$ cat config.mk
export PLATFORM = sky130hd
export DESIGN_NAME = motor_feedback_tracker
export DESIGN_NICKNAME = d
export VERILOG_FILES = /design/src/rtl/mft_pkg.sv /design/src/rtl/motor_feedback_tracker.sv /design/src/rtl/mft_update.sv
export SDC_FILE = /design/constraint.sdc
export NUM_CORES = 2
export LEC_CHECK = 0
export BUFFER_PORTS_ARGS = -buffer_cell sky130_fd_sc_hd__buf_2
export CORE_MARGIN = 2
export CORE_UTILIZATION = 30
export DETAILED_ROUTE_END_ITERATION = 8
export PLACE_DENSITY = 0.53
export SLEW_MARGIN = 20
export SYNTH_ARGS = -nofsm -noshare
export SYNTH_HDL_FRONTEND = slang
export SYNTH_SLANG_ARGS = --single-unit
$ cat constraint.sdc
create_clock -name i_clk -period 21.2 [get_ports i_clk]
set_clock_uncertainty 0.1 [all_clocks]
set_input_delay 2.12 -clock i_clk [delete_from_list [all_inputs] [get_ports i_clk]]
set_output_delay 2.12 -clock i_clk [all_outputs]
set_load 0.1 [all_outputs]
$ cat src/rtl/mft_pkg.sv
`default_nettype none

package mft_pkg;

    // Slot geometry and encoder resolution
    localparam int SLOTS           = 8;
    localparam int SLOT_W          = 3;
    localparam int COUNTS_PER_TURN = 8192;
    localparam int HALF_TURN       = COUNTS_PER_TURN / 2;

    // Feedback identifier window
    localparam logic [10:0] FIRST_ID = 11'h201;
    localparam logic [10:0] LAST_ID  = 11'h208;

    // Counter saturation points
    localparam logic [7:0] CNT8_MAX    = 8'd255;
    localparam logic [4:0] TIMEOUT_MAX = 5'd31;

    // Configuration reset values
    localparam logic [3:0]  RST_IN_USE    = 4'd8;
    localparam logic [3:0]  RST_SMALL     = 4'd4;
    localparam logic [12:0] RST_STEP_LIM  = 13'd5;
    localparam logic [14:0] RST_CUR_LIM   = 15'd3000;
    localparam logic [7:0]  RST_STALL_TK  = 8'd100;
    localparam logic [7:0]  RST_SILENCE   = 8'd50;
    localparam logic [4:0]  RST_TIMEOUT   = 5'd20;
    localparam logic        RST_STOP      = 1'b1;

    localparam int CFG_IDX_W  = 4;
    localparam int CFG_DATA_W = 15;

    typedef enum logic [1:0] {
        CMD_FRAME = 2'd0,
        CMD_TICK  = 2'd1,
        CMD_ZERO  = 2'd2,
        CMD_CLEAR = 2'd3
    } t_cmd;

    typedef enum logic [CFG_IDX_W-1:0] {
        CFG_IN_USE   = 4'd0,
        CFG_SMALL    = 4'd1,
        CFG_STEP_LIM = 4'd2,
        CFG_CUR_LIM  = 4'd3,
        CFG_STALL_TK = 4'd4,
        CFG_SILENCE  = 4'd5,
        CFG_TIMEOUT  = 4'd6,
        CFG_STOP     = 4'd7
    } t_cfg_idx;

    typedef struct packed {
        t_cmd        command;
        logic [10:0] frame_id;
        logic        extended_id;
        logic        remote_frame;
        logic [15:0] angle_word;
        logic [15:0] speed_word;
        logic [15:0] current_word;
        logic [7:0]  temperature_byte;
        logic [2:0]  slot;
    } t_in;

    typedef struct packed {
        logic               accepted;
        logic [2:0]         slot_out;
        logic signed [31:0] total_count;
        logic signed [15:0] last_step;
        logic signed [15:0] motor_speed;
        logic signed [15:0] motor_current;
        logic signed [7:0]  temperature;
        logic               temperature_valid;
        logic               stall_flag;
        logic               timeout_flag;
        logic               disable_request;
    } t_out;

    typedef struct packed {
        logic [3:0]  motors_in_use;
        logic [3:0]  small_motor_count;
        logic [12:0] stall_step_limit;
        logic [14:0] stall_current_limit;
        logic [7:0]  stall_ticks;
        logic [7:0]  silence_ticks;
        logic [4:0]  timeout_ticks;
        logic        stop_on_stall;
    } t_cfg;

    // Per-motor tracking state; flags bit 0 is stall, bit 1 is timeout
    typedef struct packed {
        logic [15:0] prev_reading;
        logic [31:0] total;
        logic [15:0] step;
        logic [15:0] current;
        logic [7:0]  stall_cnt;
        logic [7:0]  silence_cnt;
        logic [4:0]  timeout_cnt;
        logic [1:0]  flags;
    } t_slot;

endpackage

`default_nettype wire

$ cat src/rtl/motor_feedback_tracker.sv
`default_nettype none

// Channel   Direction  Handshake                  Payload
// in        slave      i_in_valid / o_in_ready    i_in_data   (mft_pkg::t_in)
// out       master     o_out_valid / i_out_ready  o_out_data  (mft_pkg::t_out)
// cfg       slave      i_cfg_valid / o_cfg_ready  i_cfg_index, i_cfg_data
//
// One item per cycle while the output is not stalled; a result passes from the input register
// into the result register and leaves from there.
// The per-slot read-modify-write (step unwrap and 32-bit add) sits between the
// input register and the result register; state lives in flip-flops per slot.
// Synchronous active-low reset clears all slot state and loads config defaults.
// A stalled output holds its result; the input register still empties into it
// in the same cycle the result is taken. The cfg port is always ready.
module motor_feedback_tracker (
    input  wire                                 i_clk,
    input  wire                                 i_rst_n,
    input  wire                                 i_in_valid,
    output logic                                o_in_ready,
    input  mft_pkg::t_in                        i_in_data,
    output logic                                o_out_valid,
    input  wire                                 i_out_ready,
    output mft_pkg::t_out                       o_out_data,
    input  wire                                 i_cfg_valid,
    output logic                                o_cfg_ready,
    input  wire [mft_pkg::CFG_IDX_W-1:0]        i_cfg_index,
    input  wire [mft_pkg::CFG_DATA_W-1:0]       i_cfg_data
);
    import mft_pkg::*;

    t_cfg              r_cfg;
    t_slot             r_st [SLOTS];
    logic              r_in_valid;
    t_in               r_in;
    logic              r_out_valid;
    t_out              r_out;

    logic              advance;
    logic [SLOT_W-1:0] upd_slot;
    logic              upd_write;
    t_slot             upd_state;
    t_out              upd_result;

    // Pipeline flow control
    assign advance     = r_in_valid && (!r_out_valid || i_out_ready);
    assign o_in_ready  = !r_in_valid || advance;
    assign o_out_valid = r_out_valid;
    assign o_out_data  = r_out;
    assign o_cfg_ready = 1'b1;

    // Configuration registers
    always_ff @(posedge i_clk) begin
        if (!i_rst_n) begin
            r_cfg.motors_in_use       <= RST_IN_USE;
            r_cfg.small_motor_count   <= RST_SMALL;
            r_cfg.stall_step_limit    <= RST_STEP_LIM;
            r_cfg.stall_current_limit <= RST_CUR_LIM;
            r_cfg.stall_ticks         <= RST_STALL_TK;
            r_cfg.silence_ticks       <= RST_SILENCE;
            r_cfg.timeout_ticks       <= RST_TIMEOUT;
            r_cfg.stop_on_stall       <= RST_STOP;
        end else if (i_cfg_valid) begin
            unique case (i_cfg_index)
                CFG_IN_USE:   r_cfg.motors_in_use       <= i_cfg_data[3:0];
                CFG_SMALL:    r_cfg.small_motor_count   <= i_cfg_data[3:0];
                CFG_STEP_LIM: r_cfg.stall_step_limit    <= i_cfg_data[12:0];
                CFG_CUR_LIM:  r_cfg.stall_current_limit <= i_cfg_data[14:0];
                CFG_STALL_TK: r_cfg.stall_ticks         <= i_cfg_data[7:0];
                CFG_SILENCE:  r_cfg.silence_ticks       <= i_cfg_data[7:0];
                CFG_TIMEOUT:  r_cfg.timeout_ticks       <= i_cfg_data[4:0];
                CFG_STOP:     r_cfg.stop_on_stall       <= i_cfg_data[0];
                default: begin
                end
            endcase
        end
    end

    // Input register
    always_ff @(posedge i_clk) begin
        if (!i_rst_n) begin
            r_in_valid <= 1'b0;
        end else if (o_in_ready) begin
            r_in_valid <= i_in_valid;
        end
    end

    always_ff @(posedge i_clk) begin
        if (i_in_valid && o_in_ready) begin
            r_in <= i_in_data;
        end
    end

    // Slot update logic
    mft_update u_update (
        .i_item   (r_in),
        .i_cfg    (r_cfg),
        .i_state  (r_st[upd_slot]),
        .o_slot   (upd_slot),
        .o_write  (upd_write),
        .o_state  (upd_state),
        .o_result (upd_result)
    );

    // Per-slot state write-back
    always_ff @(posedge i_clk) begin
        if (!i_rst_n) begin
            for (int k = 0; k < SLOTS; k++) begin
                r_st[k] <= '0;
            end
        end else if (advance && upd_write) begin
            r_st[upd_slot] <= upd_state;
        end
    end

    // Result register
    always_ff @(posedge i_clk) begin
        if (!i_rst_n) begin
            r_out_valid <= 1'b0;
        end else if (advance) begin
            r_out_valid <= 1'b1;
        end else if (i_out_ready) begin
            r_out_valid <= 1'b0;
        end
    end

    always_ff @(posedge i_clk) begin
        if (advance) begin
            r_out <= upd_result;
        end
    end

    // Checks
    a_reject_zero: assert property (@(posedge i_clk) disable iff (!i_rst_n)
        o_out_valid && !o_out_data.accepted |->
            o_out_data.total_count == 0 && !o_out_data.stall_flag
            && !o_out_data.timeout_flag && !o_out_data.disable_request)
        else $error("rejected item carries nonzero result");

    a_disable_flag: assert property (@(posedge i_clk) disable iff (!i_rst_n)
        o_out_valid && o_out_data.disable_request |->
            o_out_data.stall_flag || o_out_data.timeout_flag)
        else $error("disable request without a sticky flag");

    a_temp_frame: assert property (@(posedge i_clk) disable iff (!i_rst_n)
        o_out_valid && o_out_data.temperature_valid |->
            o_out_data.accepted && !o_out_data.disable_request)
        else $error("temperature valid on a non-frame result");

    a_advance_fills: assert property (@(posedge i_clk) disable iff (!i_rst_n)
        advance |=> o_out_valid)
        else $error("transfer into result register lost");

    a_ready_empty: assert property (@(posedge i_clk) disable iff (!i_rst_n)
        !r_in_valid |-> o_in_ready)
        else $error("input not ready while input register empty");

endmodule

`default_nettype wire

$ cat src/rtl/mft_update.sv
`default_nettype none

module mft_update (
    input  mft_pkg::t_in                 i_item,
    input  mft_pkg::t_cfg                i_cfg,
    input  mft_pkg::t_slot               i_state,
    output logic [mft_pkg::SLOT_W-1:0]   o_slot,
    output logic                         o_write,
    output mft_pkg::t_slot               o_state,
    output mft_pkg::t_out                o_result
);
    import mft_pkg::*;

    localparam logic signed [15:0] HALF_POS = 16'(HALF_TURN);
    localparam logic signed [15:0] HALF_NEG = -16'(HALF_TURN);
    localparam logic [15:0]        CPT_16   = 16'(COUNTS_PER_TURN);

    logic              is_frame;
    logic              frame_ok;
    logic [SLOT_W-1:0] id_off;
    logic [SLOT_W-1:0] slot;
    logic              in_use;
    logic              apply;
    logic [15:0]       diff;
    logic [15:0]       gap;
    logic              stall_cond;
    logic              temp_ok;
    logic              dis;
    t_slot             nxt;

    // Frame filter and slot selection
    assign is_frame = (i_item.command == CMD_FRAME);
    assign frame_ok = !i_item.extended_id && !i_item.remote_frame
                      && (i_item.frame_id >= FIRST_ID) && (i_item.frame_id <= LAST_ID);
    assign id_off   = SLOT_W'(i_item.frame_id - FIRST_ID);
    assign slot     = is_frame ? id_off : i_item.slot;
    assign in_use   = ({1'b0, slot} < i_cfg.motors_in_use)
                      && ({1'b0, slot} < 4'(SLOTS));
    assign apply    = in_use && (!is_frame || frame_ok);
    assign temp_ok  = ({1'b0, slot} + 4'd1) > i_cfg.small_motor_count;

    // Encoder step, folded back into half a turn
    assign diff = i_item.angle_word - i_state.prev_reading;
    always_comb begin
        if ($signed(diff) > HALF_POS) begin
            gap = diff - CPT_16;
        end else if ($signed(diff) < HALF_NEG) begin
            gap = diff + CPT_16;
        end else begin
            gap = diff;
        end
    end

    // Stall condition on the stored step and current
    assign stall_cond = ($signed(i_state.step) < $signed({3'b000, i_cfg.stall_step_limit}))
                        && ($signed(i_state.current)
                            > $signed({1'b0, i_cfg.stall_current_limit}));

    // Next slot state per command
    always_comb begin
        nxt = i_state;
        dis = 1'b0;
        unique case (i_item.command)
            CMD_FRAME: begin
                nxt.total        = i_state.total + {{16{gap[15]}}, gap};
                nxt.step         = gap;
                nxt.current      = i_item.current_word;
                nxt.prev_reading = i_item.angle_word;
                nxt.silence_cnt  = '0;
            end
            CMD_TICK: begin
                // stall detection
                if (stall_cond) begin
                    if (i_state.stall_cnt > i_cfg.stall_ticks) begin
                        nxt.stall_cnt = '0;
                        nxt.flags[0]  = 1'b1;
                        dis           = i_cfg.stop_on_stall;
                    end else if (i_state.stall_cnt != CNT8_MAX) begin
                        nxt.stall_cnt = i_state.stall_cnt + 8'd1;
                    end
                end else begin
                    nxt.stall_cnt = '0;
                end
                // receive timeout detection
                if (i_state.silence_cnt != CNT8_MAX) begin
                    nxt.silence_cnt = i_state.silence_cnt + 8'd1;
                end
                if (i_state.silence_cnt > i_cfg.silence_ticks) begin
                    if (i_state.timeout_cnt > i_cfg.timeout_ticks) begin
                        nxt.timeout_cnt = '0;
                        nxt.flags[1]    = 1'b1;
                        dis             = 1'b1;
                    end else if (i_state.timeout_cnt != TIMEOUT_MAX) begin
                        nxt.timeout_cnt = i_state.timeout_cnt + 5'd1;
                    end
                end
            end
            CMD_ZERO: begin
                nxt.total = '0;
            end
            CMD_CLEAR: begin
                nxt.flags = '0;
            end
            default: begin
                nxt = i_state;
            end
        endcase
    end

    assign o_slot  = slot;
    assign o_write = apply;
    assign o_state = nxt;

    // Result; a rejected item reports all zeros
    always_comb begin
        o_result = '0;
        if (apply) begin
            o_result.accepted        = 1'b1;
            o_result.slot_out        = slot;
            o_result.total_count     = nxt.total;
            o_result.last_step       = nxt.step;
            o_result.motor_current   = nxt.current;
            o_result.stall_flag      = nxt.flags[0];
            o_result.timeout_flag    = nxt.flags[1];
            o_result.disable_request = dis;
            if (is_frame) begin
                o_result.motor_speed = i_item.speed_word;
                if (temp_ok) begin
                    o_result.temperature       = i_item.temperature_byte;
                    o_result.temperature_valid = 1'b1;
                end
            end
        end
    end

endmodule

`default_nettype wire
==> impl_summary.log <==
[metrics] final setup violation count: 0
[metrics] vias after detailed routing: ~35000
[metrics] peak ir drop on the vdd network: 0.0651 mV
[metrics] fraction of the cycle the final worst path needs: 0.480
[metrics] quantity of hold-fixing buffers added after cts: 0
[metrics] core outline area: 158000 sq um
[metrics] overflow left after global routing: 0
[metrics] Max Clock Freq: roughly 98 MHz
[metrics] instance count of the mapped netlist: approximately 4100
[metrics] I/O pin total: about 200
[metrics] post-synthesis to final-layout area growth: 15.1%
[metrics] violation count after the first detailed-route iteration: ~4000
[metrics] startpoint-to-endpoint class of the critical path: reg2reg
[metrics] setup repair after global routing missed its margin: false
[metrics] post-synthesis instance area: between 40000 and 50000 sq um
[metrics] final worst path period need: between 10 and 15 ns
[metrics] setup slack after placement: 11.20 ns
[metrics] most used cells in the layout excluding fill and tap cells: sky130_fd_sc_hd__edfxtp_1, sky130_fd_sc_hd__nor2_1, sky130_fd_sc_hd__nand2_1
[metrics] Setup TNS: 0 ns
[metrics] clock slew at reported path FFs: around 0.06 ns
[metrics] nature of the critical path endpoint: register
[metrics] DR vias/cell: between 5 and 6
[metrics] cell accounting for the most synthesized area: sky130_fd_sc_hd__edfxtp_1
[metrics] antenna violations before repair: 6
[metrics] area share of the leading cell type in the synthesized netlist: 0.628
[metrics] largest net degree at the start of global routing: roughly 80
[metrics] post-CTS sizing: 0
[metrics] Hold Path Class: reg2reg
[metrics] Mean Syn Cell Area: around 12 sq um
[metrics] count of synthesis-stage warnings from yosys: 0
[metrics] Top FF cell, synth: sky130_fd_sc_hd__edfxtp_1
[metrics] critical path's largest stage delay: 0.77 ns
[metrics] # nets final: about 4500
[metrics] routed length per instance: 26.6 um
[metrics] number of CTS-inserted buffers: between 100 and 150
[metrics] width of the chip: 402 um
[metrics] initial core utilization: 0.301
[metrics] clock latency of the later-clocked register in the worst-skew pair: between 0.7 and 0.8 ns
[metrics] power density relative to cell area: approximately 100 nW/um^2
[metrics] number of sinks handled by clock tree synthesis: around 1100
[metrics] number of global-route vias before repair: around 34000
[metrics] Post-Route WL: between 150000 and 200000 um
[metrics] Critical-path top delay cell: sky130_fd_sc_hd__a311oi_1
[metrics] asr flop ratio synth: 0
[metrics] status: finished clean
[metrics] Root Buffer: sky130_fd_sc_hd__clkbuf_16
[metrics] Residual DRC: 0
[metrics] Vert. Die Dim: approximately 400 um
[metrics] area enclosed by the die boundary: around 160000 sq um
[metrics] most area-consuming cells after synthesis: sky130_fd_sc_hd__edfxtp_1, sky130_fd_sc_hd__nor2_1, sky130_fd_sc_hd__nand2_1
[metrics] fraction of final layout cells sized beyond drive strength 1: 0.120
[metrics] fillcell total: around 16000
[metrics] Least-Margin Pin Slew: approximately 1.2 ns
[metrics] number of flops mapped to enable cells by yosys: between 900 and 1000
[metrics] leakage dissipation: roughly 20 nW
[metrics] max-slew violation count: 0
[metrics] global-route usage over all layers: 0.207
[metrics] count of buffering cells on the critical path with inverters included: 4
[metrics] Detailed Routing Iterations Pass 1: 6
[metrics] CTS max path bufs: 3
[metrics] Final Hold Violating Endpoints: 0
[metrics] highest net fanout along the worst path: 69
[metrics] cell area reported after detailed placement: 51000 sq um
[metrics] data arrival at the endpoint of the critical path: roughly 11 ns
[metrics] max-capacitance violation count: 0
[metrics] largest delay contributor family on the critical path: compound AO/OA/AOI/OAI gates
[metrics] area of all placed cells without fillers: 54700 sq um
[metrics] total nets after synthesis: between 4000 and 5000
[metrics] postcts setup bufs: 0
[metrics] CTS H-tree depth: 3
[metrics] post-detailed-route count of antenna-violating nets: 0
[metrics] FP Rows: 146
[metrics] element type at the critical path start: register
[metrics] Cell variety after synth: approximately 110
[metrics] TritonCTS clock tree: yes
[metrics] sequential cell area fraction in the yosys report: 0.653
[metrics] Req. time, crit path: approximately 22 ns
[metrics] final weighted congestion in routability-driven placement: around 0.86
[metrics] flop and latch count out of synthesis: ~1100
[metrics] most common cell after layout, fill and taps aside: sky130_fd_sc_hd__edfxtp_1
[metrics] DP HPWL: ~100000 um
[metrics] Slew HR: 0.200
[metrics] number of port buffers: 195
[metrics] wire length of the first global-routing pass: between 200000 and 250000 um
[metrics] setup ws final: 11.02 ns
## cell usage after synthesis (30+ instances only)
library cell	n
sky130_fd_sc_hd__a21o_1	31
sky130_fd_sc_hd__a21oi_1	270
sky130_fd_sc_hd__a221oi_1	59
sky130_fd_sc_hd__a222oi_1	42
sky130_fd_sc_hd__a22oi_1	65
sky130_fd_sc_hd__and2_1	30
sky130_fd_sc_hd__buf_1	39
sky130_fd_sc_hd__clkbuf_1	198
sky130_fd_sc_hd__dfxtp_1	60
sky130_fd_sc_hd__edfxtp_1	994
sky130_fd_sc_hd__ha_1	102
sky130_fd_sc_hd__inv_1	96
sky130_fd_sc_hd__mux2i_1	63
sky130_fd_sc_hd__nand2_1	429
sky130_fd_sc_hd__nand3_1	69
sky130_fd_sc_hd__nor2_1	942
sky130_fd_sc_hd__nor2b_1	59
sky130_fd_sc_hd__o211ai_1	55
sky130_fd_sc_hd__o21ai_0	84
## cells by family after synthesis
| logic type | Yosys count | synth area share |
|---|---|---|
| xor gates and xnor gates | 38 | 0.00732 |
| and+or+nand+nor | 1676 | 0.149 |
| other | 1 | 0.0000789 |
| buffers and inverters | 351 | 0.0287 |
| adders and majority gates | 111 | 0.0290 |
| AOI/OAI and AO/OA | 823 | 0.118 |
| muxes | 69 | 0.0152 |
| DFF | 1054 | 0.653 |
## sequential cells by signal, indices dropped and copies added (netlist names)
register / count
r_cfg: 58
r_in: 74
o_out_data: 96
r_st: 824
o_out_valid: 1
r_in_valid: 1
## final timing paths
path / from / endpoint / slack, ns / cells after the start
worst max-delay path: r_in[72]$_DFFE_PP_ / r_st[6][79]$_SDFFCE_PN0P_ / 11.02 / 31
worst min-delay path: r_cfg[17]$_SDFFE_PN0P_ / r_cfg[17]$_SDFFE_PN0P_ / 0.37 / 2
worst max register to register: r_in[72]$_DFFE_PP_ / r_st[6][79]$_SDFFCE_PN0P_ / 11.02 / 31
worst min register to register: r_cfg[17]$_SDFFE_PN0P_ / r_cfg[17]$_SDFFE_PN0P_ / 0.37 / 2
## metrics by stage
step                utilization  cells  power [mW]  hold slack, ns
CTS                       0.347   6439        5.62           0.370
floorplan                     -   4123        3.24           0.343
detailed placement        0.323   6227        3.62           0.361
finish                    0.347   6442        5.60           0.369
global route              0.347   6440        5.80           0.396
global placement          0.323   6227        3.62           0.355
## per-layer routing
layer | vias to the layer above | wire, um | global-route usage
met5 | - | 41 | 0
met2 | 1611 | 82600 | 0.347
met3 | 278 | 13900 | 0.0353
met4 | 6 | 5830 | 0.0747
li1 | 15309 | - | -
met1 | 17628 | 69100 | 0.269
## cell type report
| class | instances | area [sq um] | share of cell area |
|---|---|---|---|
| flip-flops and latches | 1054 | 31000 | 0.567 |
| multi-input cells | 2718 | 15400 | 0.281 |
| clock buffers | 151 | 3050 | 0.0558 |
| well taps | 2072 | 2590 | 0.0474 |
| repair buffers | 284 | 1670 | 0.0305 |
| clock inverters | 61 | 624 | 0.0114 |
| inverters | 100 | 379 | 0.00693 |
| diodes | 2 | 5.00 | 0.0000914 |
## tightest hold or removal path, cell delays in order (launching register included)
cell and delay, ns:
sky130_fd_sc_hd__dfxtp_1 0.31, sky130_fd_sc_hd__nand2_1 0.05, sky130_fd_sc_hd__a21boi_0 0.06
## where the power goes
part | total [mW] | internal (mW) | switching [mW]
combinational | 1.19 | 0.320 | 0.872
sequential | 2.41 | 2.38 | 0.0319
clock | 2.00 | 1.14 | 0.861
Note: power is estimated with default switching activity, not from simulation.
